File: src/rtl/nec_chk_pkg.sv
// ----------------------------------------------------------------------------
// nec_chk_pkg
// Shared types and constants of the NEC infrared frame checker.
// ----------------------------------------------------------------------------
package nec_chk_pkg;

  localparam int unsigned DurW   = 16;
  localparam int unsigned SumW   = 17;
  localparam int unsigned CodeW  = 32;
  localparam int unsigned PosW   = 7;
  localparam int unsigned BitCntW = 6;
  localparam int unsigned CfgIdxW = 3;

  localparam logic [DurW-1:0] LeadMarkMin  = 16'd8500;
  localparam logic [DurW-1:0] LeadMarkMax  = 16'd9500;
  localparam logic [DurW-1:0] LeadSpaceMin = 16'd4000;
  localparam logic [DurW-1:0] LeadSpaceMax = 16'd5000;
  localparam logic [BitCntW-1:0] CodeBitsTotal = 6'd32;
  localparam logic [PosW-1:0]    PosMax        = 7'd127;

  typedef enum logic [2:0] {
    StOk       = 3'd0,
    StLeader   = 3'd1,
    StTiming   = 3'd2,
    StShort    = 3'd3,
    StMismatch = 3'd4
  } status_e;

  typedef enum logic [CfgIdxW-1:0] {
    RegExpectedCode = 3'd0,
    RegZeroSumLow   = 3'd1,
    RegZeroSumHigh  = 3'd2,
    RegOneSumLow    = 3'd3,
    RegOneSumHigh   = 3'd4
  } cfg_reg_e;

  typedef struct packed {
    logic [CodeW-1:0] expected_code;
    logic [SumW-1:0]  zero_sum_low;
    logic [SumW-1:0]  zero_sum_high;
    logic [SumW-1:0]  one_sum_low;
    logic [SumW-1:0]  one_sum_high;
  } cfg_t;

  localparam cfg_t CfgReset = '{
    expected_code: 32'd3208659008,
    zero_sum_low:  17'd680,
    zero_sum_high: 17'd1560,
    one_sum_low:   17'd1800,
    one_sum_high:  17'd2680
  };

endpackage

File: src/rtl/nec_chk_core.sv
// ----------------------------------------------------------------------------
// nec_chk_core
// Frame state and per-duration decode: leader checks, pair classification,
// bit assembly and end-of-frame status.
// ----------------------------------------------------------------------------
module nec_chk_core
  import nec_chk_pkg::*;
(
  input  logic             clk_i,
  input  logic             rst_ni,
  input  logic             step_i,
  input  logic [DurW-1:0]  duration_i,
  input  logic             frame_end_i,
  input  cfg_t             cfg_i,
  output status_e          status_o,
  output logic [CodeW-1:0] code_o
);

  logic [PosW-1:0]    pos_q, pos_d;
  logic [DurW-1:0]    mark_q, mark_d;
  logic [CodeW-1:0]   code_q, code_d;
  logic [BitCntW-1:0] bits_q, bits_d;
  status_e            err_q, err_d;
  logic               stop_q, stop_d;

  logic [DurW-1:0] lead_lo, lead_hi, lead_dur;
  logic            lead_bad, lead_space_missing;
  logic [DurW-1:0] pair_mark, pair_space;
  logic [SumW-1:0] sum;
  logic            is_zero, is_one, do_pair;

  always_comb begin
    // leader bounds by position: mark at 0, space at 1
    lead_dur = duration_i;
    if (pos_q == '0) begin
      lead_lo = LeadMarkMin;
      lead_hi = LeadMarkMax;
    end else begin
      lead_lo = LeadSpaceMin;
      lead_hi = LeadSpaceMax;
    end
    lead_bad = (lead_dur < lead_lo) || (lead_dur > lead_hi);
    // a frame ending on the leader mark has a zero-length space, always bad
    lead_space_missing = (pos_q == '0) && frame_end_i;

    if (!pos_q[0]) begin
      pair_mark  = duration_i;
      pair_space = '0;
    end else begin
      pair_mark  = mark_q;
      pair_space = duration_i;
    end
    sum     = {1'b0, pair_mark} + {1'b0, pair_space};
    is_zero = (sum > cfg_i.zero_sum_low) && (sum < cfg_i.zero_sum_high);
    is_one  = (sum > cfg_i.one_sum_low) && (sum < cfg_i.one_sum_high);
    do_pair = (pos_q > 7'd1) && (pos_q[0] || frame_end_i);
  end

  always_comb begin
    pos_d  = pos_q;
    mark_d = mark_q;
    code_d = code_q;
    bits_d = bits_q;
    err_d  = err_q;
    stop_d = stop_q;

    if (pos_q < 7'd2) begin
      if (err_q == StOk && (lead_bad || lead_space_missing)) begin
        err_d = StLeader;
      end
    end else begin
      if (!pos_q[0]) begin
        mark_d = duration_i;
      end
      if (do_pair && err_q == StOk && !stop_q) begin
        if (bits_q >= CodeBitsTotal) begin
          if (!is_zero && !is_one) begin
            stop_d = 1'b1;
          end
        end else if (is_zero) begin
          bits_d = bits_q + 6'd1;
        end else if (is_one) begin
          code_d = code_q | (CodeW'(1) << bits_q[4:0]);
          bits_d = bits_q + 6'd1;
        end else begin
          err_d = StTiming;
        end
      end
    end

    if (pos_q < PosMax) begin
      pos_d = pos_q + 7'd1;
    end

    // end-of-frame result, from the state after this duration
    code_o = code_d;
    priority if (err_d != StOk) begin
      status_o = err_d;
    end else if (bits_d < CodeBitsTotal) begin
      status_o = StShort;
    end else if (code_d != cfg_i.expected_code) begin
      status_o = StMismatch;
    end else begin
      status_o = StOk;
    end
  end

  always_ff @(posedge clk_i or negedge rst_ni) begin
    if (!rst_ni) begin
      pos_q  <= '0;
      mark_q <= '0;
      code_q <= '0;
      bits_q <= '0;
      err_q  <= StOk;
      stop_q <= 1'b0;
    end else if (step_i) begin
      if (frame_end_i) begin
        pos_q  <= '0;
        mark_q <= '0;
        code_q <= '0;
        bits_q <= '0;
        err_q  <= StOk;
        stop_q <= 1'b0;
      end else begin
        pos_q  <= pos_d;
        mark_q <= mark_d;
        code_q <= code_d;
        bits_q <= bits_d;
        err_q  <= err_d;
        stop_q <= stop_d;
      end
    end
  end

endmodule

File: config.mk
export PLATFORM = sky130hd
export DESIGN_NAME = nec_chk_core
export DESIGN_NICKNAME = d
export VERILOG_FILES = /design/src/rtl/nec_chk_pkg.sv /design/src/rtl/nec_chk_core.sv
export SDC_FILE = /design/constraint.sdc
export NUM_CORES = 1
export LEC_CHECK = 0
export BUFFER_PORTS_ARGS = -buffer_cell sky130_fd_sc_hd__buf_2
export CAP_MARGIN = 0
export CELL_PAD_IN_SITES_DETAIL_PLACEMENT = 1
export CELL_PAD_IN_SITES_GLOBAL_PLACEMENT = 1
export CORE_MARGIN = 3
export CORE_UTILIZATION = 37
export CTS_BUF_LIST = sky130_fd_sc_hd__clkbuf_4 sky130_fd_sc_hd__clkbuf_8 sky130_fd_sc_hd__clkbuf_16
export CTS_CLUSTER_DIAMETER = 150
export DETAILED_ROUTE_END_ITERATION = 8
export PLACE_DENSITY_LB_ADDON = 0.08
export SLEW_MARGIN = 20
export SYNTH_ARGS = -nofsm -noshare
export SYNTH_HDL_FRONTEND = slang
export SYNTH_SLANG_ARGS = --single-unit
File: constraint.sdc
create_clock -name clk_i -period 6.5 [get_ports clk_i]
set_clock_uncertainty 0.15 [all_clocks]
set_input_delay 0.65 -clock clk_i [delete_from_list [all_inputs] [get_ports clk_i]]
set_output_delay 0.65 -clock clk_i [all_outputs]
set_load 0.02 [all_outputs]
* After elaboration in Yosys (flattened, before gate mapping)
Index checks and enable logic that the tools add are counted.
** Operators by class
- Add/sub/neg operators :: 3
- Multipliers :: 0
- Divide/modulo/power cells :: 0
- Magnitude comparators :: 11
- Eq/ne operators :: 2
- Shift-type cells :: 1
- Mux-type cells :: 35
- Bitwise logic cells :: 1
- Reductions and logical operators :: 24
** Operator list (count)
- $mux W32 :: 6
- $mux W16 :: 4
- $mux W6 :: 6
- $gt A17 B17 Y1 :: 2
- $lt A17 B17 Y1 :: 2
- $ne A32 B32 Y1 :: 1
- $or A32 B32 Y32 :: 1
- $shl A1 B5 Y32 const A :: 1
- $mux W3 :: 10
- $mux W14 :: 2
- $add A16 B16 Y17 :: 1
- $gt A16 B16 Y1 :: 1
- $lt A16 B16 Y1 :: 1
- $mux W7 :: 2
- $logic_and A1 B1 Y1 :: 8
- $reduce_bool A2 Y1 :: 4
- $add A7 B1 Y7 const B :: 1
- $gt A7 B1 Y1 const B :: 1
- $logic_not A7 Y1 :: 1
- $lt A7 B2 Y1 const B :: 1
- $lt A7 B7 Y1 const B :: 1
- $add A6 B1 Y6 const B :: 1
- $ge A6 B6 Y1 const B :: 1
- $lt A6 B6 Y1 const B :: 1
- other kinds (8) :: 17
** Word-level totals
- Register bits :: 65
- Bits in latches :: 0
- RAM bits :: 0
- ROM bits :: 0
- Input port bits :: 120
- Output and inout bits :: 35
- Word-level logic and storage cells :: 83
- Memories kept :: 0

* Logic depth before layout (Yosys ltp)
- Word-level depth :: 13
- Mapped depth :: 29
- Depth with buffers taken out :: 25

* Least setup slack after synthesis
OpenSTA, ideal clock, no wires.
- Path kind :: register -> output
- Start :: reg pos_q[0]
- End :: out status_o[2]
- Arrival :: 6290 ps
- Data required time :: 5700 ps
- Setup slack :: -590 ps
- Stages on the path, launching flop included :: 27
- Path buffers :: 2
- Cells stage by stage :: dfrtp_1 > clkbuf_1 > buf_1 > mux2i_1 > inv_1 > ha_1 > a21o_1 > a21oi_1 > o21ai_0 > a21o_1 > a21oi_1 > o21ai_0 > o41ai_1 > o211ai_1 > a21oi_1 > xnor2_1 > ha_1 > and3_1 > nand4_1 > nor2_1 > a2111oi_0 > nand3_1 > a41o_1 > xor2_1 > or4_1 > nor4_2 > a31oi_1
** On the way
- Cells in the longest elaborated chain, start to end :: 13
- Elaborated cells between the ends (all ways) :: 46
- Those cells by class :: add/sub: 1; order compare: 9; eq/ne: 1; mux: 23; reduce/logical: 12
** RTL lines
- start: declaration :: RTL line nec_chk_core.sv:19 : logic [PosW-1:0] pos_q, pos_d;
- start signal: assignment :: RTL line nec_chk_core.sv:125 : pos_q <= pos_d;
- $mux W16 (on tied branches)
- $add A16 B16 Y17 :: RTL line nec_chk_core.sv:53 : sum = {1'b0, pair_mark} + {1'b0, pair_space};
- $gt A17 B17 Y1 or $lt A17 B17 Y1 (tied branches) :: RTL line nec_chk_core.sv:55 : is_one = (sum > cfg_i.one_sum_low) && (sum < cfg_i.one_sum_high);
- $logic_and A1 B1 Y1 :: RTL line nec_chk_core.sv:55
- $mux W32 :: RTL line nec_chk_core.sv:82 : end else if (is_one) begin
- $mux W32 :: RTL line nec_chk_core.sv:80 : end else if (is_zero) begin
- $mux W32 :: RTL line nec_chk_core.sv:76 : if (bits_q >= CodeBitsTotal) begin
- $mux W32 :: RTL line nec_chk_core.sv:75 : if (do_pair && err_q == StOk && !stop_q) begin
- $mux W32 (*) :: RTL line nec_chk_core.sv:67 : if (pos_q < 7'd2) begin
- net code_o[11] :: RTL line nec_chk_core.sv:16 : output logic [CodeW-1:0] code_o
- $ne A32 B32 Y1 (*) :: RTL line nec_chk_core.sv:101 : end else if (code_d != cfg_i.expected_code) begin
- $mux W3 (*) :: RTL line nec_chk_core.sv:101
- $mux W3 (*) :: RTL line nec_chk_core.sv:99 : end else if (bits_d < CodeBitsTotal) begin
- $mux W3 (*) :: RTL line nec_chk_core.sv:97 : priority if (err_d != StOk) begin
- end: declaration :: RTL line nec_chk_core.sv:15 : output status_e status_o,
The timed path passes the listed nets; every way through them passes the cells marked *.

* Final worst setup path
- Start :: reg pos_q[0]
- End :: out status_o[2]
** On the way
- Cells in the longest elaborated chain, start to end :: 13
- Elaborated cells between the ends (all ways) :: 46
- Those cells by class :: add/sub: 1; order compare: 9; eq/ne: 1; mux: 23; reduce/logical: 12
** RTL lines (RTL line)
- $mux W16 (on tied branches)
- $add A16 B16 Y17 :: nec_chk_core.sv:53
- $gt A17 B17 Y1 or $lt A17 B17 Y1 (tied branches) :: nec_chk_core.sv:55
- $logic_and A1 B1 Y1 :: nec_chk_core.sv:55
- $mux W32 :: nec_chk_core.sv:82
- $mux W32 :: nec_chk_core.sv:80
- $mux W32 :: nec_chk_core.sv:76
- $mux W32 :: nec_chk_core.sv:75
- $mux W32 :: nec_chk_core.sv:67
- $ne A32 B32 Y1 :: nec_chk_core.sv:101
- $mux W3 :: nec_chk_core.sv:101
- $mux W3 :: nec_chk_core.sv:99
- $mux W3 (*) :: nec_chk_core.sv:97
Every way passes the cells marked *; elsewhere a longest branch is shown, timed or not.

==> impl_metrics.yaml <==
timing:
  rsz0062_at_grt: "yes"
  tightestPinTransition_ns: 0.953
  hold_viol_final: 0
  setup_viol_count_final: 1
  timing.slew.headroom_pct: 36.4
  maxSlewViolCount: 0
  min_period_over_period_pct: 109
  period_minus_slack_ns: 7.07
  finalWorstSetupSlack_ns: -0.566
  max_freq_mhz: 142
synthesis:
  syn_area_sq_um: 7000
  synth_top_family_by_area: "compound AO/OA/AOI/OAI gates"
  yosysWarningCount: 0
  synth_top_area_share_pct: 23.2
  ys_types: 72
  synth_area_leader_cell: "dfrtp_1"
  synth_compound_gate_area_share_pct: 27.2
  synthMuxAreaShare_pct: 2.56
  synth_simple_gate_area_share_pct: 18.6
  synthCells: 881
  synthTopCellsByArea: "dfrtp_1 (23%), ha_1 (18%), inv_1 (6.4%)"
  ys_seq_elements: 65
  async_flop_share_pct: 100
  synth_xor_xnor_area_share_pct: 2.13
  synth_edf_count: 0
  yosysSeqAreaShare_pct: 23.2
  synthFlopType: "dfrtp_1"
  synth.avg_cell_area_sq_um: 7.94
  syn_nets: 1102
  synth_fa_ha_area_share_pct: 18.2
placement:
  io_buffers: 154
  gp_congestion: 0.920
  dp_hpwl_microns: 21400
  pre_cts_ws_ns: -0.827
worst_hold_path:
  min_path_type: "flip-flop to flip-flop"
pwr:
  netSwitchingFraction_pct: 39.9
  p_seq_share_pct: 24.1
  vdd_ir_drop_max_uv: 156
  p_sw_mw: 0.748
  p_comb_share_pct: 49.1
  p_per_area_nw_per_um2: 193
  clockPowerShare_pct: 26.8
  power_mw: 1.88
  power.internal_mw: 1.13
  p_leak_nw: 5.12
route:
  drc: 0
  num_vias: 7764
  routedWlPerCell_microns: 20.5
  antenna_left: 0
  dr.pass1.iters: 5
  drt_wl_total_microns: 27800
  via_per_inst: 5.71
  drtIter0Drc: 494
setup_path:
  cp.required_ns: 5.70
  cp-start-kind: "flip-flop"
  cp_data_arrival_time_ns: 6.27
  slowest_delay_ns: 0.50
  worstSetupPathType: "flip-flop to output pin"
  worstSetupEndpointType: "output pin"
  crit_top_cell: "buf_4"
  slowest_stage: "or4_4"
  cp_max_fo: 6
floorplanning:
  fp.dieArea_sq_um: 20600
  start_util_pct: 38.3
  die_y_microns: 144
  core_area_sq_um: 18300
  die-width_microns: 144
  ios: 155
  rows: 49
clock_tree:
  clock-sinks: 65
  clk_path_buf_depth: 2
  cts_tree: "yes"
  cts_buffers: 9
  clock_latency_ns: 0.35
  hold_buffers: 0
  cts-root-buf: "clkbuf_16"
  htree_levels: 3
  path_clk_slew_ns: 0.07
finish:
  nNetsFinal: 1347
  antenna_cells: 0
  fin_util_pct: 53.2
  areaGrowthSynthToFinish_pct: 39.0
  drive_gt1_share_pct: 33.2
global_routing:
  grt_pass1_vias: 8004
  antenna_found_initial: 0
  track_usage_pct: 26.4
  grt_max_degree: 66
  overflow: 0
  grt_pass1_wl_microns: 42800
flow_run:
  drv_cap: 0
run_status:
  status: "complete, but fails checks"
  failed_checks: "setup timing"
## worst max-delay path, delay by kind of cell, from the launching register on
family                     cells  cell delay, ns
buffers and inverters          7            0.87
and+or+nand+nor                7            1.44
adders and majority gates      3            0.67
muxes                          2            0.66
DFF                            1            0.49
AOI/OAI and AO/OA              8            1.78
## cells in the mapped netlist (3+ instances only)
master / instances
xor2_1: 6
and3_1: 12
or2_2: 4
nor3_1: 17
o31ai_1: 3
nand2b_1: 13
nor2b_1: 7
a2111oi_0: 5
nor4_1: 5
or3_1: 3
o211ai_1: 3
a22o_1: 4
o22ai_1: 16
o21bai_1: 19
nand2_1: 53
clkbuf_1: 27
dfrtp_1: 65
nand3_1: 20
o21a_1: 4
a21oi_1: 56
a211oi_1: 4
inv_1: 120
xnor2_1: 11
or4_1: 3
and2_1: 19
a221oi_1: 8
o21ai_1: 5
o2111ai_1: 3
a22oi_1: 5
ha_1: 100
o21ai_0: 45
nand4_1: 23
a21o_1: 13
mux2_2: 14
nor2_1: 70
a32o_1: 17
o211a_1: 16
o2bb2ai_1: 4
a31oi_1: 17
## cell usage in the layout, fill, tap and decap left out, drive strengths merged, types with 6 or more instances in the layout
master | Yosys | routed
o211a | 16 | 16
nand2b | 13 | 13
xnor2 | 11 | 11
a221oi | 8 | 8
xor2 | 6 | 6
o21ai | 50 | 50
a21oi | 56 | 56
o22ai | 16 | 16
nor2b | 7 | 7
a31oi | 17 | 17
nand2 | 53 | 53
and2 | 19 | 19
inv | 120 | 120
ha | 100 | 100
o21bai | 19 | 19
dfrtp | 65 | 65
and3 | 12 | 12
buf | 3 | 264
nand3 | 20 | 20
clkbuf | 27 | 10
nor4 | 6 | 6
mux2 | 15 | 15
nor3 | 17 | 17
a32o | 17 | 17
nor2 | 70 | 70
nand4 | 23 | 23
a21o | 13 | 13
## power groups by stage
stage | Clock, mW | Combinational [mW] | Sequential, mW
after floorplan | 0 | 0.498 | 0.446
after global placement | 0 | 0.791 | 0.457
after detailed placement | 0 | 0.809 | 0.458
after CTS | 0.516 | 0.872 | 0.452
after global routing | 0.532 | 1.02 | 0.456
final | 0.502 | 0.921 | 0.452
## final timing paths
path	start	endpoint	slack [ns]	cells after the start
max	pos_q[0]$_DFFE_PN0P_	status_o[2]	-0.57	27
min	mark_q[9]$_DFFE_PN0P_	mark_q[9]$_DFFE_PN0P_	0.34	1
max reg2reg	pos_q[0]$_DFFE_PN0P_	code_q[16]$_DFFE_PN0P_	0.58	28
min reg2reg	mark_q[9]$_DFFE_PN0P_	mark_q[9]$_DFFE_PN0P_	0.34	1
max in group asynchronous	rst_ni	pos_q[0]$_DFFE_PN0P_	5.15	2
min in group asynchronous	rst_ni	code_q[9]$_DFFE_PN0P_	0.38	2
## final cells by class
class                   count  area, sq um
well taps                 229          287
flip-flops and latches     65         1630
clock buffers              10          233
fillers                  2243         8540
multi-input cells         666         5330
repair buffers            264         1730
clock inverters             6         68.8
inverters                 120          450
## cells by family after synthesis
logic type               after synthesis
AO/OA/AOI/OAI                        273
AND/OR/NAND/NOR                      259
buffers and inverters                150
adder cells (fa/ha/maj)              101
flip-flops                            65
XOR/XNOR                              17
multiplexers                          16
## metal layers
metal | GRT usage (%) | routed length [microns] | up-vias
li1 | - | - | 3716
met1 | 37.2 | 13000 | 3783
met2 | 42.3 | 12700 | 228
met3 | 4.59 | 1620 | 37
met4 | 6.14 | 467 | 0
met5 | 0 | 0 | -
## through the flow
step           TNS (ns)  cells  instance area (sq um)  hold slack, ns
2_1_floorplan         0    881                   7070           0.204
3_3_place_gp     -0.804   1317                   8610           0.317
3_5_place_dp      -2.45   1317                   8610           0.325
4_1_cts          -0.791   1349                   9280           0.342
5_1_grt           -1.68   1360                   9730           0.361
6_report         -0.566   1360                   9730           0.337
## flip-flops by register name, indices dropped and copies added (netlist names)
signal / count
code_q: 32
mark_q: 16
pos_q: 7
bits_q: 6
err_q: 3
stop_q: 1
## what timing repair did
item                       in CTS  in global routing
resized for setup              59                 78
setup buffers                  17                 12
setup endpoints to repair      35                 35
pin swaps                      12                 35
Note: power is estimated with default switching activity, not from simulation.
